$ cat src/sv/encoder_setpoint_decoder_defines.svh
// Assertion macros shared by the encoder setpoint decoder modules.
`ifndef ENCODER_SETPOINT_DECODER_DEFINES_SVH
`define ENCODER_SETPOINT_DECODER_DEFINES_SVH
`ifndef ASSERT_OFF
`define ASSERT_HOLDS(label, clk, rst, expr) \
  label: assert property (@(posedge clk) disable iff (rst) (expr)) \
    else $error("assertion failed");
`define ASSERT_IMPLIES(label, clk, rst, ante, cons) \
  label: assert property (@(posedge clk) disable iff (rst) (ante) |-> (cons)) \
    else $error("assertion failed");
`define ASSERT_NEXT(label, clk, rst, ante, cons) \
  label: assert property (@(posedge clk) disable iff (rst) (ante) |=> (cons)) \
    else $error("assertion failed");
`else
`define ASSERT_HOLDS(label, clk, rst, expr)
`define ASSERT_IMPLIES(label, clk, rst, ante, cons)
`define ASSERT_NEXT(label, clk, rst, ante, cons)
`endif
`endif

$ cat src/sv/esd_pkg.sv
// Types and constants of the encoder setpoint decoder.
package esd_pkg;

  typedef logic [1:0]  pins_t;
  typedef logic [5:0]  pos_t;
  typedef logic [13:0] mv_t;
  typedef logic [3:0]  digit_t;
  typedef logic [11:0] min_mv_t;
  typedef logic [6:0]  step_mv_t;
  typedef logic [1:0]  cfg_index_t;
  typedef logic [11:0] cfg_data_t;

  localparam pins_t PINS_DETENT = 2'b00;
  localparam pins_t PINS_CW     = 2'b10;
  localparam pins_t PINS_CCW    = 2'b01;

  localparam cfg_index_t CFG_MIN_MV  = 2'd0;
  localparam cfg_index_t CFG_STEP_MV = 2'd1;
  localparam cfg_index_t CFG_MAX_POS = 2'd2;

  localparam min_mv_t  RESET_MIN_MV  = 12'd225;
  localparam step_mv_t RESET_STEP_MV = 7'd45;
  localparam pos_t     RESET_MAX_POS = 6'd45;

  localparam mv_t SETPOINT_LIMIT = 14'd9999;

  typedef struct packed {
    pos_t   position;
    mv_t    setpoint_mv;
    digit_t digit_ones;
    digit_t digit_tenths;
    digit_t digit_hundredths;
    digit_t digit_thousandths;
  } esd_result_t;

endpackage

$ cat src/sv/esd_tracker.sv
// Pin state tracking and saturating click position.
`include "encoder_setpoint_decoder_defines.svh"
module esd_tracker import esd_pkg::*; (
  input  logic clk,
  input  logic rst,
  input  logic up_valid,
  input  logic clk_level,
  input  logic dt_level,
  output logic up_ready,
  input  pos_t max_position,
  output logic dn_valid,
  output pos_t dn_pos,
  input  logic dn_ready
);

  pins_t      previous_pins;
  pos_t       click_count;
  pins_t      pins;
  logic       accept;
  logic       detent;
  logic [6:0] pos_raw;
  pos_t       pos_next;

  assign pins     = {clk_level, dt_level};
  assign detent   = (pins == PINS_DETENT);
  assign up_ready = !dn_valid || dn_ready;
  assign accept   = up_valid && up_ready;
  assign dn_pos   = click_count;

  always_comb begin
    unique case (previous_pins)
      PINS_CW: begin
        pos_raw = {1'b0, click_count} + 7'd1;
      end
      PINS_CCW: begin
        pos_raw = (click_count == '0) ? 7'd0 : {1'b0, click_count} - 7'd1;
      end
      default: begin
        pos_raw = {1'b0, click_count};
      end
    endcase
    // clamp also pulls down a position left above a lowered maximum
    pos_next = (pos_raw > {1'b0, max_position}) ? max_position : pos_raw[5:0];
  end

  always_ff @(posedge clk) begin
    if (rst) begin
      previous_pins <= PINS_DETENT;
      click_count   <= '0;
      dn_valid      <= 1'b0;
    end else begin
      if (accept) begin
        previous_pins <= pins;
        dn_valid      <= detent;
        if (detent) begin
          click_count <= pos_next;
        end
      end else if (dn_ready) begin
        dn_valid <= 1'b0;
      end
    end
  end

  `ASSERT_NEXT(a_pos_bounded, clk, rst, accept && detent, click_count <= $past(max_position))
  `ASSERT_NEXT(a_pos_held, clk, rst, dn_valid && !dn_ready, $stable(click_count))

endmodule

$ cat config.mk
export PLATFORM = sky130hd
export DESIGN_NAME = esd_tracker
export DESIGN_NICKNAME = d
export VERILOG_FILES = /design/src/sv/esd_pkg.sv /design/src/sv/esd_tracker.sv
export VERILOG_INCLUDE_DIRS = /design/src /design/src/sv
export SDC_FILE = /design/constraint.sdc
export NUM_CORES = 1
export LEC_CHECK = 0
export ABC_AREA = 1
export BUFFER_PORTS_ARGS = -buffer_cell sky130_fd_sc_hd__buf_2
export CORE_MARGIN = 2
export CORE_UTILIZATION = 58
export CTS_CLUSTER_DIAMETER = 30
export DETAILED_ROUTE_END_ITERATION = 12
export PLACE_DENSITY = 0.83
export SLEW_MARGIN = 20
export SYNTH_ARGS = -nofsm -noshare
export SYNTH_HDL_FRONTEND = slang
export SYNTH_SLANG_ARGS = --single-unit
$ cat constraint.sdc
create_clock -name clk -period 3.29 [get_ports clk]
set_input_delay 0.658 -clock clk [delete_from_list [all_inputs] [get_ports clk]]
set_output_delay 0.658 -clock clk [all_outputs]
set_load 0.01 [all_outputs]
# --- After elaboration in Yosys (flattened, before gate mapping) ---
# Cells that the tools add are included.
totals:
  out_inout_bits: 8
  reg_bits: 9
op_classes:
  n_mux: 5
  eq_ne: 2
  order_cmp: 1
  add_sub_neg: 2
  n_reduce_logical: 7
op_table:
  columns: ["cell", "count"]
  rows:
  - ["7-bit one-hot mux with 2 select lines", 1]
  - ["6-bit by 1-bit adder with 7-bit output, second input constant", 1]
  - ["7-bit by 6-bit > comparator with 1-bit output", 1]
  - ["7-bit 2-to-1 mux", 1]
  - ["6-bit by 1-bit subtractor with 7-bit output, second input constant", 1]
  - ["6-bit zero test", 1]
  - ["6-bit 2-to-1 mux", 1]
  - ["2-bit by 1-bit == test with 1-bit output, second input constant", 1]
  - ["2-bit == test, second input constant", 1]
  - ["2-bit zero test", 1]
  - ["1-bit 2-to-1 mux", 2]
  - ["2-bit AND reduction", 1]
  - ["2-bit nonzero test", 1]
  - ["1-bit logical AND", 1]
  - ["1-bit zero test", 1]
  - ["1-bit logical OR", 1]

# --- Depth between registers and ports, before layout ---
# Gate-level depths: netlist (run 1).
depth:
  depth_word: 5
  depth_mapped: 21
  ltp_nobuf: 21

# --- Worst setup path before layout (run 1) ---
# Ideal clock, no wire load.
synth_timing:
  path_type: "flip-flop to flip-flop"
  startpoint: "register click_count[0] (netlist: dn_pos[0])"
  endpoint: "register click_count[5] (netlist: dn_pos[5])"
  t_required_ns: 3.173
  path_buffers: 0
  period_less_slack_ns: 2.279
  arrival_time_ns: 2.161
  path_stages_with_launch: 19
  setup_slack_ns: 1.011
  path_cell_list: "dfxtp_1 > inv_1 > ha_1 > nand3_1 > nand2_2 > nor2_1 > nor2_1 > nor2_2 > ha_1 > a21oi_1 > nor2_1 > nor2_1 > nand2_1 > nand2_1 > nand2_4 > nand2_1 > nand2_1 > nor2_1 > nor2_1"
synth_via:
  elab_chain_cells: 5
  word_cells_on_any_way: 7
synth_rtl:
  columns: ["element", "line", "rtl"]
  rows:
  - ["start: declaration", "esd_tracker.sv:17", "pos_t click_count;"]
  - ["start signal: assignment", "esd_tracker.sv:56", "click_count <= pos_next;"]
  - ["6-bit by 1-bit subtractor with 7-bit output or 6-bit zero test (tied branches)", "esd_tracker.sv:36", "pos_raw = (click_count == '0) ? 7'd0 : {1'b0, click_count} - 7'd1;"]
  - ["7-bit 2-to-1 mux", "esd_tracker.sv:36", null]
  - ["7-bit one-hot mux with 2 select lines *", "esd_tracker.sv:31", "unique case (previous_pins)"]
  - ["7-bit by 6-bit > comparator with 1-bit output", "esd_tracker.sv:43", "pos_next = (pos_raw > {1'b0, max_position}) ? max_position : pos_raw[5:0];"]
  - ["6-bit 2-to-1 mux *", "esd_tracker.sv:43", null]
# Every way passes the cells marked *; elsewhere a longest branch is shown, timed or not.
# A chain may end at the register's enable or synchronous reset.

# --- Worst setup path in the final report (run 1) ---
layout_timing:
  startpoint: "register click_count[0] (netlist: dn_pos[0])"
  endpoint: "register click_count[3] (netlist: dn_pos[3])"
# Same word-level chain as after synthesis.

==> results of run 1 <==
-- where the power goes --
group	leakage (nW)	internal [mW]	switching [mW]
registers	0.0739	0.115	0.00999
logic	0.567	0.0602	0.105
clock network	0.0150	0.0471	0.0448
total	0.656	0.223	0.160
-- sequential cells by signal (all words and copies together) (netlist names) --
register,flops
previous_pins,2
dn_pos,6
dn_valid,1
-- final cells by class --
cell class,instances,share of cell area (%)
repair buffers,19,8.53
flip-flops and latches,9,16.2
clock buffers,4,2.36
inverters,31,10.4
multi-input cells,131,60.7
well taps,16,1.80
-- layer usage --
layer | vias to the layer above | part of all wire [%]
met4 | 0 | 2.7
met5 | - | 0
li1 | 584 | -
met1 | 506 | 42
met3 | 9 | 5.8
met2 | 54 | 49
-- through the flow --
stage / area, um2 / setup slack (ns) / power (mW) / util [%] / hold WS, ns
final: 1110 / 0.722 / 0.382 / 72.3 / 0.486
after detailed placement: 1090 / 0.776 / 0.290 / 70.6 / 0.481
after floorplan: 977 / 1.01 / 0.247 / - / 0.453
after global placement: 1090 / 0.854 / 0.284 / 70.6 / 0.473
after global routing: 1110 / 0.471 / 0.412 / 72.3 / 0.533
after CTS: 1110 / 0.761 / 0.380 / 72.3 / 0.490
-- kinds of logic (layout without fill, tap and decap cells) --
| logic type | after synthesis | in the layout | share of synthesized area (%) |
|---|---|---|---|
| AO/OA/AOI/OAI | 18 | 18 | 9.73 |
| adder cells (fa/ha/maj) | 11 | 11 | 14.1 |
| buffers and inverters | 32 | 54 | 12.3 |
| flip-flops | 9 | 9 | 18.4 |
| AND/OR/NAND/NOR | 102 | 102 | 45.5 |
-- synthesized netlist by cell type (all sizes together) --
cell / number
nand3: 19
o21ai: 6
nand2: 54
nor2: 26
ha: 11
clkbuf: 1
and3: 1
inv: 31
a211oi: 1
o21a: 1
a21oi: 10
nand4: 2
dfxtp: 9
-- worst min path at each step --
stage | to | depth (start not counted)
floorplan | previous_pins[0] | 2
detailed placement | previous_pins[0] | 2
global route | previous_pins[0] | 2
global placement | previous_pins[0] | 2
CTS | previous_pins[0] | 2
finish | previous_pins[0] | 2
-- worst reg2reg max path, cell delays in order (launching register included) --
cell     delay (ns)
dfxtp_1        0.43
inv_1          0.17
ha_1           0.23
nand3_1        0.11
nand2_2        0.11
a21oi_1        0.13
nor2_1         0.07
nor2_2         0.14
ha_1           0.25
and3_1         0.19
nand4_1        0.08
nand2_1        0.13
nand2_4        0.13
inv_2          0.05
nand2_1        0.06
nand3_1        0.07
nand2_1        0.07
inv_1          0.04
-- cell usage in the layout (no fill, tap or decap), types with 3 or more instances in the layout --
master | synthesis | final
a21oi_1 | 10 | 10
buf_2 | 0 | 19
clkbuf_4 | 0 | 3
dfxtp_1 | 9 | 9
ha_1 | 11 | 11
inv_1 | 26 | 26
inv_2 | 5 | 5
nand2_1 | 51 | 51
nand3_1 | 19 | 19
nor2_1 | 21 | 21
nor2_2 | 4 | 4
o21ai_1 | 4 | 4
==> flow_results.org, run 1 <==
** Clocking
- In this run the post-CTS setup repair buffer count came out at 0.
- Clock tree synthesis selected as its root buffer the cell clkbuf_4.
- Maximum root-to-sink buffer count :: 2
- Once the clock tree was built, the resizer swapped 0 gates to a different size.
- Register clock-pin slew on the reported worst setup and hold paths :: 0.07 ns
- In this run, CTS created clock tree buffers numbering 3.
- TritonCTS built the clock tree.
- Buffers inserted to repair hold after CTS numbered 0.
- Clk Latency, worst-skew pair :: 0.28 ns
- In this run the number of H-tree levels came out at 1.
- Clock tree synthesis found a total of 9 sinks.

** Die
- Initial cell density of the core :: 63.4%
- Total core area :: 1540 um2
- The die is 45.0 um wide.
- Row cnt :: 14
- The floorplan step defined a die boundary enclosing 2030 um2.
- IO Pins :: 20
- Chip height :: 45.0 um

** STA
- In the finished design, the share of the clock period the worst path needs comes to 78.1%.
- Headroom to the max-slew limit came out at 76.5%.
- Setup violations remaining at the end of the flow were counted as 0.
- The final number of max-transition violations came to 0.
- Maximum operating frequency :: 0.389 GHz
- At the pin with the least slew margin, the transition time is 0.352 ns.
- Clock skew after layout :: 0.00448 ns
- Accumulated negative setup slack :: 0 ns
- After layout, the minimum clock period comes to 2.57 ns.
- The number of failing hold endpoints at the final stage is 0.
- Setup repair after global routing left no endpoint under its margin.

** Global route
- Met1 track demand over resource :: 35.8%
- Global-route track usage on met2 :: 49.7%
- After global routing the overflow that remains totals 0.
- Number of global-route vias before repair :: 954
- Entering global routing, the biggest net connects 10 pins.
- The number of antenna violations at the first check in global routing came to 0.
- Most Used Layer, Global Route :: met2
- Total global routing track utilization :: 28.6%
- Wire length of the first global-routing pass :: 4170 um
- Global routing consumed, on the met3 layer, 2.40% of the routing resources.

** Worst setup path
- STA puts the critical path data required time at 3.47 ns.
- The number of buffers and inverters on the critical path is 3.
- Arrival time worst endpoint :: 2.75 ns
- The largest individual stage delay along the critical path comes from the cell dfxtp_1.
- In this run the worst setup path terminates at dn_pos[3].
- Cell repeated most along the worst path :: nand2_1
- Crit-path max cell delay :: 0.43 ns
- The worst setup path is captured at a register.
- Measured in cells, the most critical reg-to-reg path has a length of 17.
- Across all register-to-register paths, the minimum setup slack is 0.72 ns.
- The worst register-to-register path begins at dn_pos[0].
- Number of cells on the critical path :: 17
- In this run the worst path has a maximum fanout of 8.
- The critical path in this run is classified as reg -> reg.
- STA classifies the critical path startpoint as a register.
- Critical path origin :: dn_pos[0]
- Cell breakdown of the critical path :: inv_1 > ha_1 > nand3_1 > nand2_2 > a21oi_1 > nor2_1 > nor2_2 > ha_1 > and3_1 > nand4_1 > nand2_1 > nand2_4 > inv_2 > nand2_1 > nand3_1 > nand2_1 > inv_1
- Among cell families on the critical path, the largest total delay comes from simple AND/OR/NAND/NOR gates.
- R2r endpoint :: dn_pos[3]

** Synth
- Counting every instance in the synthesized netlist gives 172.
- The largest total area in the synthesized netlist belongs to nand2_1.
- The top cell type by area accounts for 19.6% of the synthesized area.
- Synthesis inferred 9 register bits.
- The number of nets in the synthesized netlist is 195.
- Area of the mapped netlist :: 977 um2
- For this run, the register share of the synthesized area comes to 18.4%.
- Cell variety after synth :: 19
- Biggest area contributors in the synthesized netlist :: nand2_1 (20%), dfxtp_1 (18%), ha_1 (14%)
- Synth Warn # :: 0
- A synthesized cell averages 5.68 um2.

** Worst hold path
- The startpoint identified for the worst hold timing path is previous_pins[0].
- Type of the most critical hold path :: reg -> reg

** Drt
- Number of design rule violations left after detail routing :: 0
- Routed via count :: 1153
- DR pass1 iterations :: 4
- Post-detailed-route count of antenna-violating nets :: 0
- Routed Wire Length :: 2630 um
- In this run, the number of DRC markers left after iteration 0 of detailed routing was 67.
- Routed via count divided by cell count :: 5.49
- Per-cell routed wire length :: 12.5 um

** Layout
- Final net count :: 218
- Number of antenna cells inserted :: 0
- Area of combinational cells with multiple inputs :: 677 um2
- The filler cells instantiated in the layout total 156.
- From synthesis to final layout, the design area changed by 14.1%.
- Fraction of layout cells with a size suffix above 1 :: 18.0%
- Register area :: 180 um2
- Once layout is complete, the cells apart from fillers number 210.

** Pwr
- IR analysis of the VDD net gives a maximum drop of 0.251 mV.
- Dividing total power by cell area gives a power density of 343 nW/um2.
- Static Leakage :: 0.656 nW

** Status
- The flow ran to the end, and the final reports show no timing, DRC or antenna violations.

** Run
- Max-cap violations in this run came to 0.

** Placed design
- Final RePlAce weighted congestion :: 0.942
- Cell Count Post-Placement :: 206
- Detailed placement ended at an HPWL of 2130 um.
- Port Buffer Count :: 19
No activity file was read; power rests on OpenSTA's default activity.
==> run 2, diff against run 1 <==
--- a/config.mk
+++ b/config.mk
@@ -6,13 +6,14 @@
 export SDC_FILE = /design/constraint.sdc
 export NUM_CORES = 1
 export LEC_CHECK = 0
-export ABC_AREA = 1
+export ABC_AREA = 0
 export BUFFER_PORTS_ARGS = -buffer_cell sky130_fd_sc_hd__buf_2
+export CORE_ASPECT_RATIO = 0.75
 export CORE_MARGIN = 2
-export CORE_UTILIZATION = 58
+export CORE_UTILIZATION = 48
 export CTS_CLUSTER_DIAMETER = 30
 export DETAILED_ROUTE_END_ITERATION = 12
-export PLACE_DENSITY = 0.83
+export PLACE_DENSITY = 0.73
 export SLEW_MARGIN = 20
 export SYNTH_ARGS = -nofsm -noshare
 export SYNTH_HDL_FRONTEND = slang
==> constraint.sdc (replaced) <==
create_clock -name clk -period 2.2 [get_ports clk]
set_input_delay 0.44 -clock clk [delete_from_list [all_inputs] [get_ports clk]]
set_output_delay 0.44 -clock clk [all_outputs]
set_load 0.01 [all_outputs]
==> run 2 against run 1 <==
Compared with the run above: the flow now finishes with violations (setup timing); sequential share of layout area decreased by 3.4 points; critical path depth decreased by 5; synthesized cell count decreased by 26%; flip-flop and latch count unchanged; count of clock-buffer cells in the layout decreased by 1.
==> flow_results.org, run 2 <==
** Synth
- The warning count from the yosys run was 0 (unchanged).
- Synth cell count leaders :: inv_1 (13), a21oi_1 (11), ha_1 (11), nand2_1 (11), dfxtp_1 (9)
- inv_1 is the most common cell in the netlist.
- Top flip-flop cell by instance count after synthesis :: dfxtp_1
- Biggest area contributors in the synthesized netlist :: dfxtp_1 (19%), ha_1 (14%), a21oi_1 (5.7%)
- The net count of the mapped netlist was 150 (-23%).
- The cell count after synthesis was 127 (-26%).
- The async set or reset register ratio after synthesis came to 0% (unchanged).
- The unique cell type count in the Yosys netlist was 40 (+21).
- Area of the mapped netlist :: 962 um2 (-1.5%)
- The average cell area after synthesis was 7.58 um2 (+33%).
- Leading area contributor after synthesis :: dfxtp_1
- The area share of the largest cell type after synthesis was 18.7% (-0.86 points).
- The number of enable flip-flop cells after synthesis is 0 (unchanged).
- Synthesized flop and latch total :: 9 (unchanged)
- The sequential share of the synthesized area is 18.7% (+0.29 points).

** Clocking
- The maximum level of the CTS H-tree came to 1 (unchanged).
- Maximum root-to-sink buffer count :: 2 (unchanged)
- The post-CTS clock slew at the launch and capture registers of the worst setup and hold paths came to 0.07 ns (about the same).
- The clock buffer count from CTS came to 3 (unchanged).
- The clock sink total came to 9 (unchanged).
- Number of hold buffers added after cts :: 0 (unchanged)
- Clk Latency, worst-skew pair :: 0.27 ns (about the same)
- CTS tree :: done
- Library cell used as clock root buffer :: clkbuf_4

** Worst setup path
- Required time reported for the critical path endpoint :: 2.34 ns (-1.13 ns)
- The maximum fanout encountered on the critical timing path was 8 (unchanged).
- Setup crit start kind :: register
- By instance count, the cell type seen most on the critical path is o21ai_0.
- Arrival time worst endpoint :: 2.93 ns (+0.18 ns)
- The worst setup path is of the reg -> reg kind.
- STA classifies the critical path endpoint as a register.
- Buffers plus inverters on the worst setup path :: 1 (-2)
- The largest incremental delay on the critical path came to 0.35 ns (-0.08 ns).
- Critical Path Slowest Stage Cell :: dfxtp_2
- Among cell families on the critical path, the largest total delay comes from simple AND/OR/NAND/NOR gates.
- Cell breakdown of the critical path :: buf_12 > nor2_1 > a31o_4 > o21ai_0 > mux2_2 > ha_1 > nand2_1 > o21ai_0 > nand3b_1 > nand3_4 > mux2i_1 > a21oi_1

** Worst hold path
- Type of the most critical hold path :: in -> reg

** Drt
- Detail Route met2 WL :: 1730 um (+34%)
- The detailed router's first-iteration violation count came to 63 (-6.0%).
- The detailed router used layers up to and including met4.
- Post-detailed-route count of antenna-violating nets :: 0 (unchanged)
- Metal1 wirelength :: 1500 um (+34%)
- The detail-routed net length per standard cell was 18.6 um (+48%).
- The sum of routed wire length over all layers came to 3560 um (+35%).
- Routed via count divided by cell count :: 6.34 (+15%)
- The number of design rule violations left after detail routing is 0 (unchanged).
- The met3 routed wirelength is 306 um (+99%).
- DR pass1 iterations :: 4 (unchanged)
- The count of vias placed by the detailed router is 1217 (+5.6%).

** STA
- Accumulated negative setup slack :: -2.88 ns (-2.88 ns)
- Hold_ws :: 0.383 ns (-0.103 ns)
- The final critical-path share of the clock period is 127% (+49 points).
- The maximum clock rate is 0.358 GHz (-8.2%).
- Worst setup margin :: -0.597 ns (-1.32 ns)
- Clock skew after layout :: 0.00394 ns (-0.000530 ns)
- Slew at the pin closest to its max-slew limit :: 0.602 ns (+0.250 ns)
- Setup-failing EPs final :: 6 (+6)
- Clock period minus worst slack :: 2.80 ns (+0.228 ns)
- Final Slew Violations :: 0 (unchanged)
- Rel. slew slack :: 59.7% (-17 points)
- The number of failing hold endpoints at the final stage was 0 (unchanged).
- Unrepaired setup endpoints after global routing :: yes

** Global route
- Pin count of the biggest net entering global routing :: 11 (+1)
- Antenna violations before repair :: 0 (unchanged)
- GRT overflow :: 0 (unchanged)
- Number of global-route vias before repair :: 1030 (+8.0%)
- The global-route wire length before repair was 4900 um (+18%).
- Total global routing track utilization :: 25.9% (-2.7 points)

** Layout
- The final antenna diode count is 0 (unchanged).
- Final net count :: 194 (-11%)
- Filler cell count in the final layout :: 89 (-43%)
- Final Instance Count excl. Fillers :: 192 (-8.6%)
- Fraction of layout cells with a size suffix above 1 :: 52.9% (+35 points)
- Most used cells in the layout excluding fill and tap cells :: buf_4 (22), buf_2 (19), nand2_1 (11), inv_1 (9), a21oi_1 (8)
- The flip-flop count of the largest register after layout was 6 (unchanged).
- Fin util :: 84.3% (+12 points)
- The library cell used most frequently in the layout, excluding fill and tap cells, is buf_4.
- Relative area change from synthesis to final layout :: 58.3%

** Run
- Max-cap violation count :: 0 (unchanged)

** Status
- Run status :: finished with violations
- Violated checks :: setup timing

** Pwr
- The peak ir drop on the vdd network is 0.497 mV (+98%).
- The leakage power of the design was 0.659 nW (+0.49%).
- Total power per unit cell area :: 347 nW/um2 (+1.0%)

** Die
- The count of pins on the block boundary was 20 (unchanged).
- The core area is 1810 um2 (+17%).
- The starting density of the core was 53.3% (-10 points).
- The die footprint came to 2380 um2 (+17%).
- The floorplan die width is 55.7 um (+24%).
- Row cnt :: 13 (-1)
- Chip height :: 42.8 um (-5.0%)

** Placed design
- The quantity of I/O buffers inserted on ports came to 19 (unchanged).
- The number of placed instances, taps included came to 183 (-11%).
- The routability congestion estimate came to 0.977 (+3.7%).
- Dpl hpwl :: 2160 um (+1.5%)
-- run 2: cell types whose count changed after synthesis, moves of 5 or more --
cell,delta
inv_1,-13
inv_2,-5
nand2_1,-40
nand3_1,-11
nor2_1,-15
o21ai_0,+6
-- run 2: final timing paths --
kind,start,end,slack (ns),cells past startpoint
max,dn_pos[2],dn_pos[2],-0.60,12
min,rst,previous_pins[1],0.38,2
max reg2reg,dn_pos[2],dn_pos[2],-0.60,12
min reg2reg,previous_pins[1],previous_pins[1],0.62,3
-- run 2: stage by stage --
step / total power, mW / instance area, um2 / setup slack, ns
2_1_floorplan: 0.277 / 1030 / -0.192
3_3_place_gp: 0.330 / 1270 / -0.374
3_5_place_dp: 0.335 / 1270 / -0.423
4_1_cts: 0.484 / 1380 / -0.286
5_1_grt: 0.552 / 1520 / -0.748
6_report: 0.528 / 1520 / -0.597
-- run 2: cell families (layout without fill, tap and decap cells) --
family	after synthesis	count (layout)	synth area share, %
and+or+nand+nor	49	50	29.0
AOI/OAI and AO/OA	35	35	24.2
buffers and inverters	19	61	9.49
adders and majority gates	11	11	14.3
DFF	9	9	18.7
muxes	4	4	4.29
-- run 2: area by class of cell --
cell class                 count  area [um2]  area share (%)
clock buffer                   3        22.5            1.48
clock inverter                 1        5.00           0.329
multi-input combinational    100         927            60.9
sequential                     9         194            12.7
tap                           22        27.5            1.81
inverter                      14        55.1            3.62
timing repair buffer          43         292            19.1
-- run 2: timing repair --
action / in CTS / in global routing
gates resized for setup: 15 / 23
buffers inserted: 3 / 1
setup endpoints to repair: 6 / 6
gates cloned: 1 / 0
pin swaps: 15 / 14
-- run 2: power by group --
group / total, mW / leakage (nW) / internal, mW / switching [mW]
Sequential: 0.175 / 0.0763 / 0.168 / 0.00729
Clock: 0.137 / 0.0177 / 0.0674 / 0.0697
Combinational: 0.216 / 0.565 / 0.102 / 0.114
Total: 0.528 / 0.659 / 0.337 / 0.191
-- run 2: per-layer routing --
metal	track usage [%]	vias to the layer above
met5	0	-
met4	6.83	0
met3	2.13	7
met2	42.6	69
met1	36.5	578
li1	-	563
==> run 3, diff against run 2 <==
--- a/config.mk
+++ b/config.mk
@@ -7,6 +7,7 @@
 export NUM_CORES = 1
 export LEC_CHECK = 0
 export ABC_AREA = 0
+export ABC_CLOCK_PERIOD_IN_PS = 2200
 export BUFFER_PORTS_ARGS = -buffer_cell sky130_fd_sc_hd__buf_2
 export CORE_ASPECT_RATIO = 0.75
 export CORE_MARGIN = 2
@@ -14,6 +15,7 @@
 export CTS_CLUSTER_DIAMETER = 30
 export DETAILED_ROUTE_END_ITERATION = 12
 export PLACE_DENSITY = 0.73
+export REMOVE_ABC_BUFFERS = 1
 export SLEW_MARGIN = 20
 export SYNTH_ARGS = -nofsm -noshare
 export SYNTH_HDL_FRONTEND = slang
==> run 3 against run 2 <==
Compared with the run above: the run still ends with setup timing left; design area decreased by 4.1%; combinational power down 12%; non-clock buffer count grew 6; critical endpoint is now dn_pos[5]; worst hold slack improved by 0.024 ns; setup slack better by 0.096 ns; core utilization shrank 3.5 points; highest routed layer unchanged; sequential share of layout area down 0.14 points; routed wire length shrank 6.3%; via count decreased by 1.6%.
==> flow_results.org, run 3 (synthesis gave the netlist of run 2 again) <==
** Global route
- GRT overflow :: 0 (unchanged)
- Total global routing track utilization :: 28.8% (+2.9 points)
- Pin count of the biggest net entering global routing :: 11 (unchanged)
- Wire length of the first global-routing pass :: 5290 um (+8.0%)
- The number of antenna violations at the first check in global routing came to 0 (unchanged).
- Number of global-route vias before repair :: 1144 (+11%)

** STA
- The actual transition at the worst max-transition pin came to 0.721 ns (+0.119 ns).
- Final Slew Violations :: 0 (unchanged)
- Clock skew after layout :: 0.00386 ns (-0.0000874 ns)
- Clock period minus worst slack :: 2.70 ns (-0.0958 ns)
- Setup repair after global routing could not meet its margin everywhere.
- The number of failing hold endpoints at the final stage is 0 (unchanged).
- Worst setup margin :: -0.501 ns (+0.0958 ns)
- The setup TNS after final layout is -2.89 ns (-0.00734 ns).
- The final number of setup-violating endpoints was 6 (unchanged).
- Maximum operating frequency :: 0.370 GHz (+3.5%)
- The worst max-slew margin expressed relative to the limit was 51.7% (-8.0 points).
- Final Cycle Share :: 123% (-4.4 points)

** Clocking
- The post-CTS clock slew at the launch and capture registers of the worst setup and hold paths was 0.06 ns (about the same).
- TritonCTS built the clock tree.
- Clk Latency, worst-skew pair :: 0.27 ns (about the same)
- Maximum root-to-sink buffer count :: 2 (unchanged)
- Clock tree synthesis selected as its root buffer the cell clkbuf_4.
- Number of buffers inserted during clock tree synthesis :: 3 (unchanged)
- Clk sinks :: 9 (unchanged)
- H-tree levels :: 1 (unchanged)

** Worst setup path
- Buffers plus inverters on the worst setup path :: 2 (+1)
- Cell breakdown of the critical path :: inv_1 > ha_2 > nor3b_2 > buf_4 > mux2i_1 > o32a_1 > o21ai_2 > ha_1 > a21oi_2 > nor2b_1 > o22ai_2 > nand3_4 > mux2i_1 > a21oi_1
- The worst setup path is launched from a register.
- Setup CP Type :: reg -> reg
- Among all stages on the critical path, the largest delay is contributed by ha_1.
- Arrival time worst endpoint :: 2.82 ns (-0.11 ns)
- Cell repeated most along the worst path :: mux2i_1
- Required time reported for the critical path endpoint :: 2.32 ns (-0.02 ns)
- The worst setup path is captured at a register.
- Crit-path max cell delay :: 0.33 ns (-0.02 ns)
- Top delay family on crit path :: compound AO/OA/AOI/OAI gates
- The maximum fanout encountered on the critical timing path is 5 (-3).

** Die
- The standard-cell row count was 13 (unchanged).
- Die Outline Area :: 2380 um2 (unchanged)
- Total core area :: 1810 um2 (unchanged)
- The starting density of the core came to 53.3% (unchanged).
- IO Pins :: 20 (unchanged)
- Chip height :: 42.8 um (unchanged)
- The floorplan die width was 55.7 um (unchanged).

** Worst hold path
- Type of the most critical hold path :: in -> reg

** Pwr
- The total power density per cell area came to 340 nW/um2 (-1.8%).
- Maximum ir drop on the vdd rail :: 0.436 mV (-12%)
- Static Leakage :: 0.668 nW (+1.3%)

** Layout
- Flip-flop count of the largest register, all copies and words added :: 6 (unchanged)
- The number of nets at the end of the flow came to 200 (+3.1%).
- Fraction of layout cells with a size suffix above 1 :: 47.2% (-5.8 points)
- In the layout the commonest cells are buf_4 (27), buf_2 (19), inv_1 (12), nand2_1 (11), a21oi_1 (10).
- Final Instance Count excl. Fillers :: 198 (+3.1%)
- The library cell used most frequently in the layout, excluding fill and tap cells, is buf_4.
- Post-route cell area :: 1460 um2 (-4.1%)
- Number of antenna cells inserted :: 0 (unchanged)
- From synthesis to final layout, the design area changed by 51.8%.

** Drt
- Routed via count :: 1198 (-1.6%)
- The detailed-router iteration count before antenna repair is 4 (unchanged).
- Number of design rule violations left after detail routing :: 0 (unchanged)
- Routed Wire Length :: 3340 um (-6.3%)
- The count of antenna-violating nets left after detailed routing is 0 (unchanged).
- Routed via count divided by cell count :: 6.05 (-4.5%)
- The detail-routed net length per standard cell was 16.9 um (-9.1%).
- Iteration-0 DRC Markers :: 84 (+33%)

** Placed design
- The area after detailed placement came to 1210 um2 (-4.5%).
- Cell Count Post-Placement :: 185 (+1.1%)
- Port Buffer Count :: 19 (unchanged)
- The detailed-placement wirelength estimate came to 2190 um (+1.1%).
- Final RePlAce weighted congestion :: 0.901 (-7.8%)

** Status
- The final reports fail on setup timing.
- The flow ran to the end, but the final reports show violations.

** Run
- Max-cap violation count :: 0 (unchanged)
==> run 3: changes by cell type in the layout (fill, tap and decap cells not counted), sizes merged <==
cell and change:
buf +6, clkbuf +1, clkinv -1
==> run 3: worst paths after layout <==
| check | from | to | slack [ns] | depth (start not counted) |
|---|---|---|---|---|
| worst max-delay path | dn_pos[1] | dn_pos[5] | -0.50 | 14 |
| worst min-delay path | rst | previous_pins[1] | 0.41 | 2 |
| worst max register to register | dn_pos[1] | dn_pos[5] | -0.50 | 14 |
| worst min register to register | previous_pins[1] | previous_pins[1] | 0.52 | 2 |
==> run 3: worst reg2reg max path: stages (launching register included) <==
cell and delay [ns]:
dfxtp_2 0.32, inv_1 0.07, ha_2 0.17, nor3b_2 0.15
buf_4 0.14, mux2i_1 0.19, o32a_1 0.18, o21ai_2 0.08
ha_1 0.33, a21oi_2 0.15, nor2b_1 0.07, o22ai_2 0.23
nand3_4 0.17, mux2i_1 0.21, a21oi_1 0.09
==> run 3: power breakdown <==
part           switching, mW  total [mW]  internal (mW)
Sequential           0.00573       0.175          0.170
Combinational          0.100       0.191         0.0911
Clock                 0.0599       0.130         0.0700
==> run 3: final cells by class <==
type	instances	area [um2]
clock buffers	4	26.3
well taps	22	27.5
fillers	112	345
inverters	14	52.6
repair buffers	49	332
multi-input cells	100	838
flip-flops and latches	9	184
==> run 3: what timing repair did <==
| item | CTS | global route |
|---|---|---|
| cloned | 1 | 0 |
| setup endpoints to repair | 6 | 6 |
| buffers inserted | 6 | 2 |
| pin swaps | 11 | 6 |
| hold buffers | 0 | 0 |
| gates resized for setup | 23 | 10 |
==> run 3: per-stage QoR <==
step / hold WS [ns] / power (mW) / worst slack (ns) / utilization [%]
2_1_floorplan: 0.447 / 0.260 / -0.375 / -
3_3_place_gp: 0.471 / 0.321 / -0.516 / 67.1
3_5_place_dp: 0.479 / 0.325 / -0.631 / 67.1
4_1_cts: 0.387 / 0.486 / -0.385 / 77.8
5_1_grt: 0.388 / 0.528 / -0.619 / 80.9
6_report: 0.407 / 0.497 / -0.501 / 80.9
==> run 3: per-layer routing <==
metal	wire length, um	track usage [%]	up-vias
met1	1500	35.5	570
met3	211	8.54	11
met5	0	0	-
met4	77	12.2	0
met2	1560	46.9	48
li1	-	-	569
